[src/hw/rtl/frp_pkg.sv]
// Shared types, codes and helper functions of the FASTA record parser.
`default_nettype none
package frp_pkg;

    localparam int unsigned MAX_NAME    = 64;
    localparam int unsigned NAME_CNT_W  = 7;
    localparam int unsigned LEN_W       = 32;
    localparam int unsigned QUEUE_DEPTH = 4;
    localparam int unsigned QUEUE_PTR_W = $clog2(QUEUE_DEPTH);

    localparam logic [7:0] CH_HEADER = 8'h3E;  // '>'
    localparam logic [7:0] CH_BAR    = 8'h7C;  // '|'
    localparam logic [7:0] CH_LF     = 8'h0A;
    localparam logic [7:0] CH_SPACE  = 8'h20;
    localparam logic [7:0] CH_TAB    = 8'h09;
    localparam logic [7:0] CH_CR     = 8'h0D;

    localparam logic IN_DATA = 1'b0;
    localparam logic IN_EOS  = 1'b1;

    typedef enum logic [1:0] {
        OK_NAME_BYTE = 2'd0,
        OK_NAME_DONE = 2'd1,
        OK_BASE      = 2'd2,
        OK_REC_DONE  = 2'd3
    } out_kind_t;

    localparam logic [7:0] BASE_A = 8'd0;
    localparam logic [7:0] BASE_C = 8'd1;
    localparam logic [7:0] BASE_G = 8'd2;
    localparam logic [7:0] BASE_T = 8'd3;
    localparam logic [7:0] BASE_N = 8'd4;

    // One queued word: first result, plus a flag for a trailing empty record-complete.
    typedef struct packed {
        out_kind_t          kind;
        logic [7:0]         value;
        logic [LEN_W-1:0]   length;
        logic               two;
    } frp_entry_t;

    function automatic logic is_space(input logic [7:0] b);
        return (b == CH_SPACE) || ((b >= CH_TAB) && (b <= CH_CR));
    endfunction

    function automatic logic [7:0] base_code(input logic [7:0] b);
        logic [7:0] code;
        case (b)
            8'h41, 8'h61: code = BASE_A;
            8'h43, 8'h63: code = BASE_C;
            8'h47, 8'h67: code = BASE_G;
            8'h54, 8'h74: code = BASE_T;
            default:      code = BASE_N;
        endcase
        return code;
    endfunction

endpackage
`default_nettype wire

[src/hw/rtl/frp_front.sv]
// Front end: takes input words, tracks the record phase and counters, enqueues results.
`default_nettype none
module frp_front (
    input  wire logic               aclk,
    input  wire logic               aresetn,
    input  wire logic               in_valid,
    output logic                    in_ready,
    input  wire logic               in_eos,
    input  wire logic [7:0]         in_byte,
    input  wire logic               q_not_full,
    output logic                    q_push,
    output frp_pkg::frp_entry_t     q_entry
);
    import frp_pkg::*;

    typedef enum logic [3:0] {
        PH_IDLE = 4'b0001,
        PH_NAME = 4'b0010,
        PH_SKIP = 4'b0100,
        PH_SEQ  = 4'b1000
    } phase_t;

    phase_t                phase_reg, phase_next;
    logic [NAME_CNT_W-1:0] name_cnt_reg, name_cnt_next;
    logic [LEN_W-1:0]      base_cnt_reg, base_cnt_next;
    logic                  emit;
    logic                  accept;

    assign in_ready = q_not_full;
    assign accept   = in_valid && q_not_full;
    assign q_push   = accept && emit;

    always_comb begin
        phase_next    = phase_reg;
        name_cnt_next = name_cnt_reg;
        base_cnt_next = base_cnt_reg;
        emit          = 1'b0;
        q_entry.kind   = OK_REC_DONE;
        q_entry.value  = '0;
        q_entry.length = '0;
        q_entry.two    = 1'b0;
        if (in_eos == IN_EOS) begin
            unique case (phase_reg)
                PH_NAME: begin
                    emit           = 1'b1;
                    q_entry.kind   = OK_NAME_DONE;
                    q_entry.length = LEN_W'(name_cnt_reg);
                    q_entry.two    = 1'b1;
                end
                PH_SKIP: emit = 1'b1;
                PH_SEQ: begin
                    emit           = 1'b1;
                    q_entry.length = base_cnt_reg;
                end
                PH_IDLE: emit = 1'b0;
                default: emit = 1'b0;
            endcase
            phase_next    = PH_IDLE;
            name_cnt_next = '0;
            base_cnt_next = '0;
        end else begin
            unique case (phase_reg)
                PH_IDLE: begin
                    if (in_byte == CH_HEADER) begin
                        phase_next    = PH_NAME;
                        name_cnt_next = '0;
                        base_cnt_next = '0;
                    end
                end
                PH_NAME: begin
                    emit = 1'b1;
                    if (in_byte == CH_BAR || is_space(in_byte) ||
                        name_cnt_reg >= NAME_CNT_W'(MAX_NAME)) begin
                        q_entry.kind   = OK_NAME_DONE;
                        q_entry.length = LEN_W'(name_cnt_reg);
                        phase_next     = (in_byte == CH_LF) ? PH_SEQ : PH_SKIP;
                    end else begin
                        q_entry.kind  = OK_NAME_BYTE;
                        q_entry.value = in_byte;
                        name_cnt_next = name_cnt_reg + 1'b1;
                    end
                end
                PH_SKIP: begin
                    if (in_byte == CH_LF) begin
                        phase_next = PH_SEQ;
                    end
                end
                PH_SEQ: begin
                    if (in_byte == CH_HEADER) begin
                        emit           = 1'b1;
                        q_entry.length = base_cnt_reg;
                        phase_next     = PH_NAME;
                        name_cnt_next  = '0;
                        base_cnt_next  = '0;
                    end else if (in_byte != CH_LF) begin
                        emit          = 1'b1;
                        q_entry.kind  = OK_BASE;
                        q_entry.value = base_code(in_byte);
                        // saturate at all ones
                        if (base_cnt_reg != '1) begin
                            base_cnt_next = base_cnt_reg + 1'b1;
                        end
                    end
                end
                default: phase_next = PH_IDLE;
            endcase
        end
    end

    always_ff @(posedge aclk) begin
        if (!aresetn) begin
            phase_reg    <= PH_IDLE;
            name_cnt_reg <= '0;
            base_cnt_reg <= '0;
        end else if (accept) begin
            phase_reg    <= phase_next;
            name_cnt_reg <= name_cnt_next;
            base_cnt_reg <= base_cnt_next;
        end
    end

endmodule
`default_nettype wire

[src/hw/rtl/frp_queue.sv]
// Short register queue between the front and back ends.
`default_nettype none
module frp_queue (
    input  wire logic                 aclk,
    input  wire logic                 aresetn,
    input  wire logic                 push,
    input  wire frp_pkg::frp_entry_t  push_entry,
    input  wire logic                 pop,
    output frp_pkg::frp_entry_t       head,
    output logic                      not_empty,
    output logic                      not_full
);
    import frp_pkg::*;

    frp_entry_t             slot_reg [QUEUE_DEPTH];
    logic [QUEUE_PTR_W-1:0] wr_ptr_reg, rd_ptr_reg;
    logic [QUEUE_PTR_W:0]   count_reg, count_next;
    logic                   do_push, do_pop;

    assign not_empty = (count_reg != '0);
    assign not_full  = (count_reg != (QUEUE_PTR_W+1)'(QUEUE_DEPTH));
    assign do_push   = push && not_full;
    assign do_pop    = pop && not_empty;
    assign head      = slot_reg[rd_ptr_reg];

    always_comb begin
        count_next = count_reg;
        if (do_push && !do_pop) begin
            count_next = count_reg + 1'b1;
        end else if (do_pop && !do_push) begin
            count_next = count_reg - 1'b1;
        end
    end

    always_ff @(posedge aclk) begin
        if (do_push) begin
            slot_reg[wr_ptr_reg] <= push_entry;
        end
    end

    always_ff @(posedge aclk) begin
        if (!aresetn) begin
            wr_ptr_reg <= '0;
            rd_ptr_reg <= '0;
            count_reg  <= '0;
        end else begin
            if (do_push) begin
                wr_ptr_reg <= wr_ptr_reg + 1'b1;
            end
            if (do_pop) begin
                rd_ptr_reg <= rd_ptr_reg + 1'b1;
            end
            count_reg <= count_next;
        end
    end

endmodule
`default_nettype wire

[src/hw/rtl/frp_back.sv]
// Back end: expands queued words into results and holds them in the output register.
`default_nettype none
module frp_back (
    input  wire logic                 aclk,
    input  wire logic                 aresetn,
    input  wire frp_pkg::frp_entry_t  head,
    input  wire logic                 q_not_empty,
    output logic                      q_pop,
    output logic                      out_valid,
    input  wire logic                 out_ready,
    output frp_pkg::out_kind_t        out_kind,
    output logic [7:0]                out_value,
    output logic [frp_pkg::LEN_W-1:0] out_length,
    output logic                      out_last
);
    import frp_pkg::*;

    logic             valid_reg;
    logic             second_reg, second_next;
    logic             load;
    out_kind_t        kind_reg, kind_next;
    logic [7:0]       value_reg, value_next;
    logic [LEN_W-1:0] length_reg, length_next;
    logic             last_reg, last_next;

    assign load = q_not_empty && (!valid_reg || out_ready);

    always_comb begin
        second_next = second_reg;
        kind_next   = head.kind;
        value_next  = head.value;
        length_next = head.length;
        last_next   = 1'b1;
        q_pop       = 1'b0;
        if (head.two && !second_reg) begin
            // hold the word, emit its trailing empty record next
            last_next   = 1'b0;
            second_next = 1'b1;
        end else if (head.two) begin
            kind_next   = OK_REC_DONE;
            value_next  = '0;
            length_next = '0;
            second_next = 1'b0;
            q_pop       = load;
        end else begin
            q_pop = load;
        end
    end

    always_ff @(posedge aclk) begin
        if (load) begin
            kind_reg   <= kind_next;
            value_reg  <= value_next;
            length_reg <= length_next;
            last_reg   <= last_next;
        end
    end

    always_ff @(posedge aclk) begin
        if (!aresetn) begin
            valid_reg  <= 1'b0;
            second_reg <= 1'b0;
        end else begin
            if (load) begin
                valid_reg  <= 1'b1;
                second_reg <= second_next;
            end else if (out_ready) begin
                valid_reg <= 1'b0;
            end
        end
    end

    assign out_valid  = valid_reg;
    assign out_kind   = kind_reg;
    assign out_value  = value_reg;
    assign out_length = length_reg;
    assign out_last   = last_reg;

endmodule
`default_nettype wire

[src/hw/rtl/fasta_record_parser_top.sv]
// Top level of the FASTA record parser: front end, queue, back end.
// A result passes through a queue slot and then the output register before it appears on m_.
// Throughput: one input word per cycle while the queue has room; an end-of-stream
// word inside a name gives two results and stays at the queue head until both are loaded.
// The queue holds four words, so the input side stalls only when it is full.
// Synchronous active-low reset returns to the before-first-header state, clears
// both counters and empties the queue and output register.
`default_nettype none
module fasta_record_parser_top (
    input  wire logic        aclk,
    input  wire logic        aresetn,
    input  wire logic        s_tvalid,
    output logic             s_tready,
    input  wire logic [7:0]  s_tdata,   // [7:0] data_byte
    input  wire logic [0:0]  s_tuser,   // [0] kind
    output logic             m_tvalid,
    input  wire logic        m_tready,
    output logic [39:0]      m_tdata,   // [7:0] value, [39:8] length
    output logic [1:0]       m_tuser,   // [1:0] out_kind
    output logic             m_tlast    // last_of_run
);
    import frp_pkg::*;

    frp_entry_t       push_entry, head;
    logic             q_push, q_pop, q_not_empty, q_not_full;
    out_kind_t        res_kind;
    logic [7:0]       res_value;
    logic [LEN_W-1:0] res_length;

    frp_front u_front (
        .aclk       (aclk),
        .aresetn    (aresetn),
        .in_valid   (s_tvalid),
        .in_ready   (s_tready),
        .in_eos     (s_tuser[0]),
        .in_byte    (s_tdata),
        .q_not_full (q_not_full),
        .q_push     (q_push),
        .q_entry    (push_entry)
    );

    frp_queue u_queue (
        .aclk       (aclk),
        .aresetn    (aresetn),
        .push       (q_push),
        .push_entry (push_entry),
        .pop        (q_pop),
        .head       (head),
        .not_empty  (q_not_empty),
        .not_full   (q_not_full)
    );

    frp_back u_back (
        .aclk        (aclk),
        .aresetn     (aresetn),
        .head        (head),
        .q_not_empty (q_not_empty),
        .q_pop       (q_pop),
        .out_valid   (m_tvalid),
        .out_ready   (m_tready),
        .out_kind    (res_kind),
        .out_value   (res_value),
        .out_length  (res_length),
        .out_last    (m_tlast)
    );

    assign m_tdata = {res_length, res_value};
    assign m_tuser = res_kind;

endmodule
`default_nettype wire

[config.mk]
export PLATFORM = sky130hd
export DESIGN_NAME = fasta_record_parser_top
export DESIGN_NICKNAME = d
export VERILOG_FILES = /design/src/hw/rtl/frp_pkg.sv /design/src/hw/rtl/frp_front.sv /design/src/hw/rtl/frp_queue.sv /design/src/hw/rtl/frp_back.sv /design/src/hw/rtl/fasta_record_parser_top.sv
export SDC_FILE = /design/constraint.sdc
export NUM_CORES = 1
export LEC_CHECK = 0
export BUFFER_PORTS_ARGS = -buffer_cell sky130_fd_sc_hd__buf_2
export CAP_MARGIN = 40
export CORE_MARGIN = 3
export CORE_UTILIZATION = 60
export DETAILED_ROUTE_END_ITERATION = 10
export PLACE_DENSITY = 0.83
export SYNTH_ARGS = -nofsm -noshare
export SYNTH_HDL_FRONTEND = slang
export SYNTH_SLANG_ARGS = --single-unit
[constraint.sdc]
create_clock -name aclk -period 7.57 [get_ports aclk]
set_clock_uncertainty 0.1 [all_clocks]
set_input_delay 2.271 -clock aclk [delete_from_list [all_inputs] [get_ports aclk]]
set_output_delay 2.271 -clock aclk [all_outputs]
set_load 0.01 [all_outputs]
==> implementation parameters, run 1 <==
Parameter                              Value

Synth
  Yosys warning total ... 0
  Portion of the post-synthesis area used by sequential elements ... 67.81%
  Net count after synthesis ... 764
  Fraction of synthesized area in multiplexers ... 8.983%
  Area leader, netlist ... edfxtp_1
  Post-synthesis share of cell area spent on full adders, half adders and majority gates ... 0.9681%
  Leading post-synthesis cells by cell area ... edfxtp_1, dfxtp_1, mux4_2
  Synthesized area ... 11110 µm²
  Area share of xor/xnor cells in the synthesized design ... 2.364%
  Mean instance size in the synthesized netlist ... 14.96 µm²
  Count of distinct cell types in the synthesized netlist ... 60
  Combinational family with the most area after synthesis ... simple AND/OR/NAND/NOR gates
  Number of storage elements in the synthesis netlist ... 269
  Count of mapped cells out of synthesis ... 743
  Predominant post-synthesis flop cell ... edfxtp_1
  Compound-gate portion of the synthesized area ... 4.548%
  Proportion of synthesized flip-flops having asynchronous set or reset ... 0%
  Post-synth top area share ... 58.09%
  Count of flip-flops with a built-in enable after synthesis ... 215
  Basic-gate share of the synthesized area counting and, or, nand and nor cells ... 13.64%

Hold path
  Number of stages on the worst hold path ... 2
  Worst Hold Class ... register to register

Critical path
  Critical Path Stages ... 11
  Startpoint kind of the worst setup timing path ... input pin
  Buf/Inv on CP ... 2
  Maximum fanout count along the critical path ... 8
  Critical path arrival ... 4.91 ns
  List of cells traversed by the critical path ... buf_2 > nor4b_4 > nand4b_1 > o221ai_1 > a21oi_1 > ha_1 > inv_1 > fa_1 > xor2_1 > or3_1 > a21oi_1
  Peak per-stage delay on the critical path ... 0.56 ns
  Depth of the worst register-to-register path ... 9
  Required time reported for the critical path endpoint ... 7.91 ns
  Type of the worst setup path ... input pin to register
  Slowest library cell on the worst path ... a21oi_1
  Largest delay share family, worst path ... compound AO/OA/AOI/OAI gates
  Kind of capture point of the worst setup path ... register
  Most numerous cell on the critical path ... a21oi_1

Global route
  Maximum number of pins on one net before global-route repair ... 46
  GR Layer Usage met2 ... 37.44%
  Initial antenna violation count ... 0
  Routing usage on met3 ... 3.730%
  GRT Max-Usage Layer ... met2
  Global-route met1 utilization ... 31.65%
  Total global routing track utilization ... 22.63%
  Global-route wire length before repair ... 36.16 mm
  Vias in the first global route ... 6695
  Congestion Overflow GR ... 0

Timing
  Setup repair after global routing missed its margin ... false
  Worst-margin pin slew ... 0.8627 ns
  Max-slew violation total from the final report ... 0
  Worst-case hold slack ... 0.4038 ns
  Final number of hold-violating endpoints ... 0
  Remaining max-slew budget at the tightest pin ... 41.68%
  Setup tns final ... 0 ns
  Final critical path time including I/O delays and setup ... 4.565 ns
  Highest clock frequency the design can meet ... 219.1 MHz
  Worst Slack Setup Final ... 3.005 ns
  Final setup viols ... 0
  Ratio of final minimum period to clock period ... 60.31%

Routing
  Post-route antenna net violation count ... 0
  DR pass1 iterations ... 6
  Detailed Route Iter0 Violations ... 557
  Detailed-route DRC error count ... 0
  Total via count in the routed design ... 6570
  Post-Route WL ... 22.36 mm
  Routed len/inst ... 21.09 µm
  Routed via count divided by cell count ... 6.198

Clock tree
  CTS tree ... yes
  CTS clock-pin slew for the worst setup and hold paths ... 0.06 ns
  CTS resizes ... 0
  Maximum buffer depth of the clock tree ... 3
  Root Buffer Master ... clkbuf_16
  Total of hold buffers inserted after clock tree synthesis ... 0
  Sinks on the clock net ... 269
  Number of clock buffers inserted by TritonCTS ... 27
  CTS HTree Levels ... 1
  Clock latency on the worst-skew pair ... 0.52 ns
  Buffer count from post-CTS setup fixing ... 0

Final layout
  Fin util ... 69.71%
  Share of layout cells above drive strength 1 ... 21.42%
  Final non-filler cell total ... 1060
  Most frequent standard cell in the layout excluding fill and tap cells ... edfxtp_1
  Net count, final ... 832
  Final cell area excluding filler cells ... 12610 µm²
  Max FFs per register ... 172
  Most frequent cells in the layout ... edfxtp_1, buf_2, dfxtp_1, nor2_1, mux4_2
  Number of antenna repair diodes ... 0
  Area added between synthesis and finish ... 13.44%

Placed design
  Last weighted congestion value of the routability-driven placer ... 0.9598
  Post-placement worst setup slack ... 2.521 ns
  Post-Place Cell Area ... 11730 µm²
  DP Wirelength ... 13.83 mm
  DP Cell Count ... 1011
  Buffers added on ports ... 57

Floorplanning
  Floorplan die width ... 142.1 µm
  Die height ... 142.1 µm
  Initial core utilization ... 61.45%
  Full die area ... 20190 µm²
  Number of rows created at floorplan ... 49
  Top-level port count ... 58
  Standard cell core area ... 18090 µm²

Run status
  Result of the run ... finished, final reports clean

Job
  Maxcap violations ... 0

Pwr
  Total Power ... 3.881 mW
  Peak supply drop ... 0.5501 mV
  Power density of the placed cells ... 307.8 nW/µm²
  Static Leak ... 4.312 nW
power by group:
group | total (mW) | internal (mW) | leakage, nW | switching, mW
clock | 1.31 | 0.789 | 0.434 | 0.523
sequential | 1.84 | 1.80 | 2.52 | 0.0448
combinational | 0.728 | 0.325 | 1.35 | 0.403
total | 3.88 | 2.91 | 4.31 | 0.971
tightest hold or removal path, cell delays in order (launching register included):
cell,delay (ns)
dfxtp_1,0.34
nand2_1,0.07
a21oi_1,0.05
Yosys cell counts (all sizes together) (19+ instances only):
cell type	number
nor2	51
xor2	23
nand2	32
dfxtp	54
mux4	43
o21ai	21
nor2b	42
clkbuf	24
edfxtp	215
a21oi	19
and2	36
nand3	28
logic make-up (layout without fill, tap and decap cells):
kind of cell / after synthesis / count (layout)
multiplexers: 46 / 46
flip-flops: 269 / 269
AO/OA/AOI/OAI: 73 / 73
buffers and inverters: 47 / 135
adder cells (fa/ha/maj): 8 / 8
AND/OR/NAND/NOR: 270 / 270
XOR/XNOR: 30 / 30
layer usage:
| layer | share of wire, % | vias up |
|---|---|---|
| met3 | 6.4 | 45 |
| met5 | 0 | - |
| li1 | - | 2976 |
| met4 | 2.3 | 0 |
| met2 | 49 | 265 |
| met1 | 43 | 3284 |
final timing paths:
check                                                  startpoint                                 to  slack, ns
worst max-delay path                                   s_tdata[3]  u_queue.count_reg[2]$_SDFFE_PN0P_       3.00
worst min-delay path                u_back.out_valid$_SDFFE_PN0P_      u_back.out_valid$_SDFFE_PN0P_       0.40
worst max register to register  u_front.phase_reg[2]$_SDFFE_PN0P_  u_queue.count_reg[2]$_SDFFE_PN0P_       4.18
worst min register to register      u_back.out_valid$_SDFFE_PN0P_      u_back.out_valid$_SDFFE_PN0P_       0.40
cell type report:
type,count,area [µm²]
sequential,269,7540
fill,1159,5478
multi-input combinational,427,3413
clock buffer,38,747.0
timing repair buffer,71,429.2
tap,229,286.5
clock inverter,11,136.4
inverter,15,56.30
Note: power is estimated with default switching activity, not from simulation.
==> run 2, diff against run 1 <==
==> constraint.sdc (replaced) <==
create_clock -name aclk -period 4.65 [get_ports aclk]
set_clock_uncertainty 0.1 [all_clocks]
set_input_delay 1.395 -clock aclk [delete_from_list [all_inputs] [get_ports aclk]]
set_output_delay 1.395 -clock aclk [all_outputs]
set_load 0.01 [all_outputs]
==> run 2 against run 1 <==
Against the previous run:
- combinational power is 62% higher
- design area hardly changed
- via count is 0.81% lower
- routed wire length shrank 2.7%
- core utilization about the same
- total power is 62% higher
- critical endpoint unchanged
==> implementation parameters, run 2 (synthesized netlist as in run 1, its figures left out) <==
Parameter                              Value

Final layout
  Number of antenna repair diodes ... 0 (unchanged)
  Most frequent standard cell in the layout excluding fill and tap cells ... edfxtp_1 (unchanged)
  Fill count ... 1171 (was 1159)
  Multi-input gate area in the final layout ... 3413 µm² (unchanged)
  Most frequent cells in the layout ... edfxtp_1, buf_2, dfxtp_1, nor2_1, mux4_2 (unchanged)
  Final non-filler cell total ... 1058 (was 1060)
  Register cell area after layout ... 7540 µm² (unchanged)
  Fin util ... 69.75% (was 69.71%)
  Share of layout cells above drive strength 1 ... 21.11% (was 21.42%)
  Final cell area excluding filler cells ... 12610 µm² (about the same)
  Net count, final ... 830 (was 832)
  Area added between synthesis and finish ... 13.50% (was 13.44%)
  Max FFs per register ... 172 (unchanged)

Floorplanning
  Top-level port count ... 58 (unchanged)
  Initial core utilization ... 61.45% (unchanged)
  Die height ... 142.1 µm (unchanged)
  Standard cell core area ... 18090 µm² (unchanged)
  Number of rows created at floorplan ... 49 (unchanged)
  Full die area ... 20190 µm² (unchanged)
  Floorplan die width ... 142.1 µm (unchanged)

Global route
  Maximum number of pins on one net before global-route repair ... 45 (was 46)
  Global-route wire length before repair ... 35.43 mm (was 36.16 mm)
  Congestion Overflow GR ... 0 (unchanged)
  Initial antenna violation count ... 0 (unchanged)
  Vias in the first global route ... 6461 (was 6695)
  Total global routing track utilization ... 22.09% (was 22.63%)

Clock tree
  Number of clock buffers inserted by TritonCTS ... 26 (was 27)
  CTS tree ... yes (unchanged)
  Sinks on the clock net ... 269 (unchanged)
  Clock latency on the worst-skew pair ... 0.51 ns (was 0.52 ns)
  CTS clock-pin slew for the worst setup and hold paths ... 0.06 ns (about the same)
  Maximum buffer depth of the clock tree ... 3 (unchanged)
  Root Buffer Master ... clkbuf_16 (unchanged)
  Total of hold buffers inserted after clock tree synthesis ... 0 (unchanged)
  Buffer count from post-CTS setup fixing ... 0 (unchanged)
  CTS resizes ... 0 (unchanged)
  CTS HTree Levels ... 1 (unchanged)

Job
  Maxcap violations ... 0 (unchanged)

Timing
  Setup repair after global routing missed its margin ... false (unchanged)
  Worst-case hold slack ... 0.4109 ns (was 0.4038 ns)
  Ratio of final minimum period to clock period ... 76.89%
  Highest clock frequency the design can meet ... 279.7 MHz
  Worst Slack Setup Final ... 1.075 ns (was 3.005 ns)
  Max-slew violation total from the final report ... 0 (unchanged)
  Final critical path time including I/O delays and setup ... 3.575 ns
  Final setup viols ... 0 (unchanged)
  Worst-margin pin slew ... 0.8450 ns (was 0.8627 ns)
  Remaining max-slew budget at the tightest pin ... 42.87% (was 41.68%)
  Final number of hold-violating endpoints ... 0 (unchanged)
  Setup tns final ... 0 ns (unchanged)

Critical path
  Kind of capture point of the worst setup path ... register (unchanged)
  Peak per-stage delay on the critical path ... 0.52 ns (was 0.56 ns)
  Type of the worst setup path ... input pin to register (unchanged)
  Startpoint kind of the worst setup timing path ... input pin (unchanged)
  Required time reported for the critical path endpoint ... 4.99 ns (was 7.91 ns)
  Slowest library cell on the worst path ... a21oi_1 (unchanged)
  Critical path arrival ... 3.92 ns (was 4.91 ns)
  Maximum fanout count along the critical path ... 10 (was 8)
  Depth of the worst register-to-register path ... 9 (unchanged)
  Most numerous cell on the critical path ... a21oi_1 (unchanged)
  List of cells traversed by the critical path ... buf_2 > nor2_1 > nand4b_1 > o221ai_1 > a21oi_1 > ha_1 > inv_1 > fa_1 > xor2_1 > or3_1 > a21oi_1 (was buf_2 > nor4b_4 > nand4b_1 > o221ai_1 > a21oi_1 > ha_1 > inv_1 > fa_1 > xor2_1 > or3_1 > a21oi_1)
  Setup slack of the worst register-to-register path ... 1.35 ns (was 4.18 ns)

Routing
  Post-route antenna net violation count ... 0 (unchanged)
  Detailed Route Iter0 Violations ... 619 (was 557)
  Total via count in the routed design ... 6517 (was 6570)
  Routed len/inst ... 20.57 µm (was 21.09 µm)
  Post-Route WL ... 21.76 mm (was 22.36 mm)
  Detailed-route DRC error count ... 0 (unchanged)
  Routed via count divided by cell count ... 6.160 (was 6.198)
  DR pass1 iterations ... 5 (was 6)

Placed design
  Last weighted congestion value of the routability-driven placer ... 0.9311 (was 0.9598)
  Post-Place Cell Area ... 11750 µm² (was 11730 µm²)
  Buffers added on ports ... 57 (unchanged)
  DP Wirelength ... 13.79 mm (was 13.83 mm)
  DP Cell Count ... 1010 (was 1011)
  Post-placement worst setup slack ... 0.5896 ns (was 2.521 ns)

Pwr
  Total Power ... 6.273 mW (was 3.881 mW)
  Static Leak ... 4.302 nW (was 4.312 nW)
  Peak supply drop ... 0.6721 mV (was 0.5501 mV)
  Power density of the placed cells ... 497.3 nW/µm² (was 307.8 nW/µm²)

Hold path
  Number of stages on the worst hold path ... 2 (unchanged)
  Worst Hold Class ... register to register (unchanged)

Run status
  Result of the run ... finished, final reports clean (unchanged)
-- run 2: path summary, 6_finish.rpt --
kind | startpoint | to
setup / recovery | s_tdata[2] | u_queue.count_reg[2]$_SDFFE_PN0P_
setup reg to reg | u_front.phase_reg[1]$_SDFFE_PN0P_ | u_queue.count_reg[2]$_SDFFE_PN0P_
hold reg to reg | u_back.out_valid$_SDFFE_PN0P_ | u_back.out_valid$_SDFFE_PN0P_
hold / removal | u_back.out_valid$_SDFFE_PN0P_ | u_back.out_valid$_SDFFE_PN0P_
-- run 2: power breakdown --
group	switching [mW]	total (mW)	leakage [nW]	internal, mW
Sequential	0.0741	3.00	2.52	2.92
Clock	0.841	2.10	0.423	1.26
Combinational	0.652	1.18	1.35	0.527
Total	1.57	6.27	4.30	4.71
-- run 2: final cells by class --
type	instances	area share, %
inverters	15	0.4463
multi-input cells	427	27.06
clock inverters	7	0.6943
clock buffers	41	6.169
repair buffers	70	3.591
flip-flops and latches	269	59.77
well taps	229	2.271
-- run 2: per-layer routing --
| metal | part of all wire (%) | global-route usage, % |
|---|---|---|
| met1 | 44 | 32.86 |
| met2 | 49 | 35.83 |
| met3 | 6.2 | 3.159 |
| met4 | 1.2 | 4.293 |
| met5 | 0 | 0 |
-- run 2: critical path: cells and delay by family --
family / cells / cell delay (ns)
AO/OA/AOI/OAI: 3 / 0.81
adder cells (fa/ha/maj): 2 / 0.67
AND/OR/NAND/NOR: 3 / 0.62
buffers and inverters: 2 / 0.24
XOR/XNOR: 1 / 0.18
==> run 3, diff against run 2 <==
--- a/config.mk
+++ b/config.mk
@@ -8,9 +8,9 @@
 export BUFFER_PORTS_ARGS = -buffer_cell sky130_fd_sc_hd__buf_2
 export CAP_MARGIN = 40
 export CORE_MARGIN = 3
-export CORE_UTILIZATION = 60
+export CORE_UTILIZATION = 55
 export DETAILED_ROUTE_END_ITERATION = 10
-export PLACE_DENSITY = 0.83
+export PLACE_DENSITY = 0.81
 export SYNTH_ARGS = -nofsm -noshare
 export SYNTH_HDL_FRONTEND = slang
 export SYNTH_SLANG_ARGS = --single-unit
==> constraint.sdc (replaced) <==
create_clock -name aclk -period 3.1 [get_ports aclk]
set_clock_uncertainty 0.1 [all_clocks]
set_input_delay 0.93 -clock aclk [delete_from_list [all_inputs] [get_ports aclk]]
set_output_delay 0.93 -clock aclk [all_outputs]
set_load 0.01 [all_outputs]
==> run 3 against run 2 <==
Against the previous run:
- critical path type is now register to register
- highest routed layer unchanged
- die area up 8.7%
- sequential power up 50%
- sequential share of layout area down 1.6 points
- first-iteration DRC count down 7.3%
- sequential cell count unchanged
- worst setup slack worse by 0.70 ns
- cell count up 5.6%
- critical path depth down 4
- critical endpoint is now u_front.base_cnt_reg[18]$_SDFFE_PN0P_
- total power up 55%
- global-route usage down 2.0 points
- clock-buffer cell count down 10
- routed wire length about the same
==> implementation parameters, run 3 (synthesized netlist as in run 1, its figures left out) <==
Parameter                              Value

Clock tree
  Sinks on the clock net ... 269 (unchanged)
  Buffer count from post-CTS setup fixing ... 0 (unchanged)
  CTS HTree Levels ... 1 (unchanged)
  CTS resizes ... 0 (unchanged)
  Maximum buffer depth of the clock tree ... 3 (unchanged)
  Clock latency on the worst-skew pair ... 0.53 ns (was 0.51 ns)
  Number of clock buffers inserted by TritonCTS ... 26 (unchanged)
  CTS clock-pin slew for the worst setup and hold paths ... 0.07 ns (was 0.06 ns)
  Total of hold buffers inserted after clock tree synthesis ... 0 (unchanged)
  CTS tree ... yes (unchanged)
  Root Buffer Master ... clkbuf_16 (unchanged)

Floorplanning
  Number of rows created at floorplan ... 51 (was 49)
  Full die area ... 21950 µm² (was 20190 µm²)
  Die height ... 148.2 µm (was 142.1 µm)
  Initial core utilization ... 56.55% (was 61.45%)
  Standard cell core area ... 19650 µm² (was 18090 µm²)
  Top-level port count ... 58 (unchanged)
  Floorplan die width ... 148.2 µm (was 142.1 µm)

Routing
  Total via count in the routed design ... 6517 (unchanged)
  DR pass1 iterations ... 5 (unchanged)
  Post-route antenna net violation count ... 0 (unchanged)
  Routed len/inst ... 19.47 µm (was 20.57 µm)
  Post-Route WL ... 21.74 mm (was 21.76 mm)
  Routed via count divided by cell count ... 5.834 (was 6.160)
  Detailed-route DRC error count ... 0 (unchanged)
  Detailed Route Iter0 Violations ... 574 (was 619)

Critical path
  Type of the worst setup path ... register to register (was input pin to register)
  Critical Path Stages ... 7 (was 11)
  Largest delay share family, worst path ... simple AND/OR/NAND/NOR gates (was compound AO/OA/AOI/OAI gates)
  Critical path arrival ... 3.02 ns (was 3.92 ns)
  Peak per-stage delay on the critical path ... 0.52 ns (about the same)
  Maximum fanout count along the critical path ... 11 (was 10)
  Critical register-to-register path startpoint ... u_front.base_cnt_reg[0]$_SDFFE_PN0P_ (was u_front.phase_reg[1]$_SDFFE_PN0P_)
  List of cells traversed by the critical path ... ha_1 > inv_1 > nor4_2 > nand4_1 > and2_1 > a32oi_1 > nand2_1 (was buf_2 > nor2_1 > nand4b_1 > o221ai_1 > a21oi_1 > ha_1 > inv_1 > fa_1 > xor2_1 > or3_1 > a21oi_1)
  CP Capture Point ... u_front.base_cnt_reg[18]$_SDFFE_PN0P_ (was u_queue.count_reg[2]$_SDFFE_PN0P_)
  Slowest library cell on the worst path ... nand4_1 (was a21oi_1)
  Kind of capture point of the worst setup path ... register (unchanged)
  Setup slack of the worst register-to-register path ... 0.38 ns (was 1.35 ns)
  Launch point of the worst path ... u_front.base_cnt_reg[0]$_SDFFE_PN0P_ (was s_tdata[2])
  Buf/Inv on CP ... 1 (was 2)
  R2r endpoint ... u_front.base_cnt_reg[18]$_SDFFE_PN0P_ (was u_queue.count_reg[2]$_SDFFE_PN0P_)
  Startpoint kind of the worst setup timing path ... register (was input pin)
  Depth of the worst register-to-register path ... 7 (was 9)
  Required time reported for the critical path endpoint ... 3.40 ns (was 4.99 ns)

Final layout
  Fin util ... 65.90% (was 69.75%)
  Net count, final ... 853 (was 830)
  Area added between synthesis and finish ... 16.53% (was 13.50%)
  Most frequent standard cell in the layout excluding fill and tap cells ... edfxtp_1 (unchanged)
  Max FFs per register ... 172 (unchanged)
  Final cell area excluding filler cells ... 12950 µm² (was 12610 µm²)
  Share of layout cells above drive strength 1 ... 24.18% (was 21.11%)
  Number of antenna repair diodes ... 0 (unchanged)
  Fill count ... 1405 (was 1171)
  Final non-filler cell total ... 1117 (was 1058)
  Most frequent cells in the layout ... edfxtp_1, buf_2, dfxtp_1, nor2_1, mux4_2 (unchanged)

Timing
  Worst-case hold slack ... 0.4132 ns (was 0.4109 ns)
  Ratio of final minimum period to clock period ... 87.85%
  Worst-margin pin slew ... 0.6313 ns (was 0.8450 ns)
  Final critical path time including I/O delays and setup ... 2.723 ns
  Final number of hold-violating endpoints ... 0 (unchanged)
  Worst Slack Setup Final ... 0.3767 ns (was 1.075 ns)
  Highest clock frequency the design can meet ... 367.2 MHz
  Setup repair after global routing missed its margin ... false (unchanged)
  Remaining max-slew budget at the tightest pin ... 57.92% (was 42.87%)
  Final setup viols ... 0 (unchanged)
  Max-slew violation total from the final report ... 0 (unchanged)

Pwr
  Peak supply drop ... 0.5004 mV (was 0.6721 mV)
  Static Leak ... 4.463 nW (was 4.302 nW)
  Power density of the placed cells ... 751.7 nW/µm² (was 497.3 nW/µm²)

Global route
  Global-route wire length before repair ... 34.95 mm (was 35.43 mm)
  Initial antenna violation count ... 1 (was 0)
  Total global routing track utilization ... 20.08% (was 22.09%)
  Vias in the first global route ... 6532 (was 6461)
  Maximum number of pins on one net before global-route repair ... 45 (unchanged)
  Congestion Overflow GR ... 0 (unchanged)

Placed design
  Post-placement worst setup slack ... -0.05100 ns (was 0.5896 ns)
  Buffers added on ports ... 57 (unchanged)
  DP Wirelength ... 13.16 mm (was 13.79 mm)
  Last weighted congestion value of the routability-driven placer ... 0.8482 (was 0.9311)
  DP Cell Count ... 1069 (was 1010)
  Post-Place Cell Area ... 12010 µm² (was 11750 µm²)

Job
  Maxcap violations ... 0 (unchanged)

Hold path
  Worst Hold Class ... register to register (unchanged)

Run status
  Result of the run ... finished, final reports clean (unchanged)
## run 3: final cells by class
class                           instances  area [µm²]  area share, %
Sequential cell                       269        7540          58.22
Multi-Input combinational cell        427        3432          26.50
Clock buffer                           31       710.7          5.487
Timing Repair Buffer                   93       633.1          4.888
Tap cell                              265       331.6          2.560
Clock inverter                         17       235.2          1.816
Inverter                               15       68.82         0.5313
## run 3: worst min path at each step
stage                                               startpoint                              endpoint  slack, ns  depth (start not counted)
final                            u_back.out_valid$_SDFFE_PN0P_         u_back.out_valid$_SDFFE_PN0P_       0.41                          2
after global routing        u_queue.rd_ptr_reg[1]$_SDFFE_PN0P_                              register       0.44                          2
after CTS                    u_queue.count_reg[2]$_SDFFE_PN0P_     u_queue.count_reg[2]$_SDFFE_PN0P_       0.42                          2
after detailed placement  u_front.base_cnt_reg[8]$_SDFFE_PN0P_  u_front.base_cnt_reg[8]$_SDFFE_PN0P_       0.40                          2
after global placement    u_front.base_cnt_reg[8]$_SDFFE_PN0P_  u_front.base_cnt_reg[8]$_SDFFE_PN0P_       0.39                          2
after floorplan           u_front.base_cnt_reg[8]$_SDFFE_PN0P_  u_front.base_cnt_reg[8]$_SDFFE_PN0P_       0.36                          2
## run 3: worst register-to-register path, delay by kind of cell, from the launching register on
family / cells / cell delay [ns]
AO/OA/AOI/OAI: 1 / 0.21
buffers and inverters: 1 / 0.10
flip-flops: 1 / 0.47
AND/OR/NAND/NOR: 4 / 1.41
adder cells (fa/ha/maj): 1 / 0.30
## run 3: report_power, final
part	total, mW	internal, mW	leakage (nW)	switching, mW
combinational	1.81	0.840	1.48	0.966
clock	3.44	2.13	0.462	1.31
sequential	4.49	4.38	2.52	0.108
total	9.73	7.35	4.46	2.38
## run 3: per-stage QoR
step	power [mW]	TNS [ns]
after detailed placement	6.404	-0.05100
after CTS	9.829	0
after floorplan	5.779	-0.03314
after global placement	6.322	0
final	9.735	0
after global routing	10.14	0
## run 3: routing by layer
metal / global-route usage (%) / vias to the layer above / share of wire [%]
met5: 0 / - / 0
met4: 4.942 / 0 / 1.7
met3: 2.956 / 36 / 6.1
met2: 34.92 / 257 / 51
met1: 27.10 / 3214 / 41
li1: - / 3010 / -
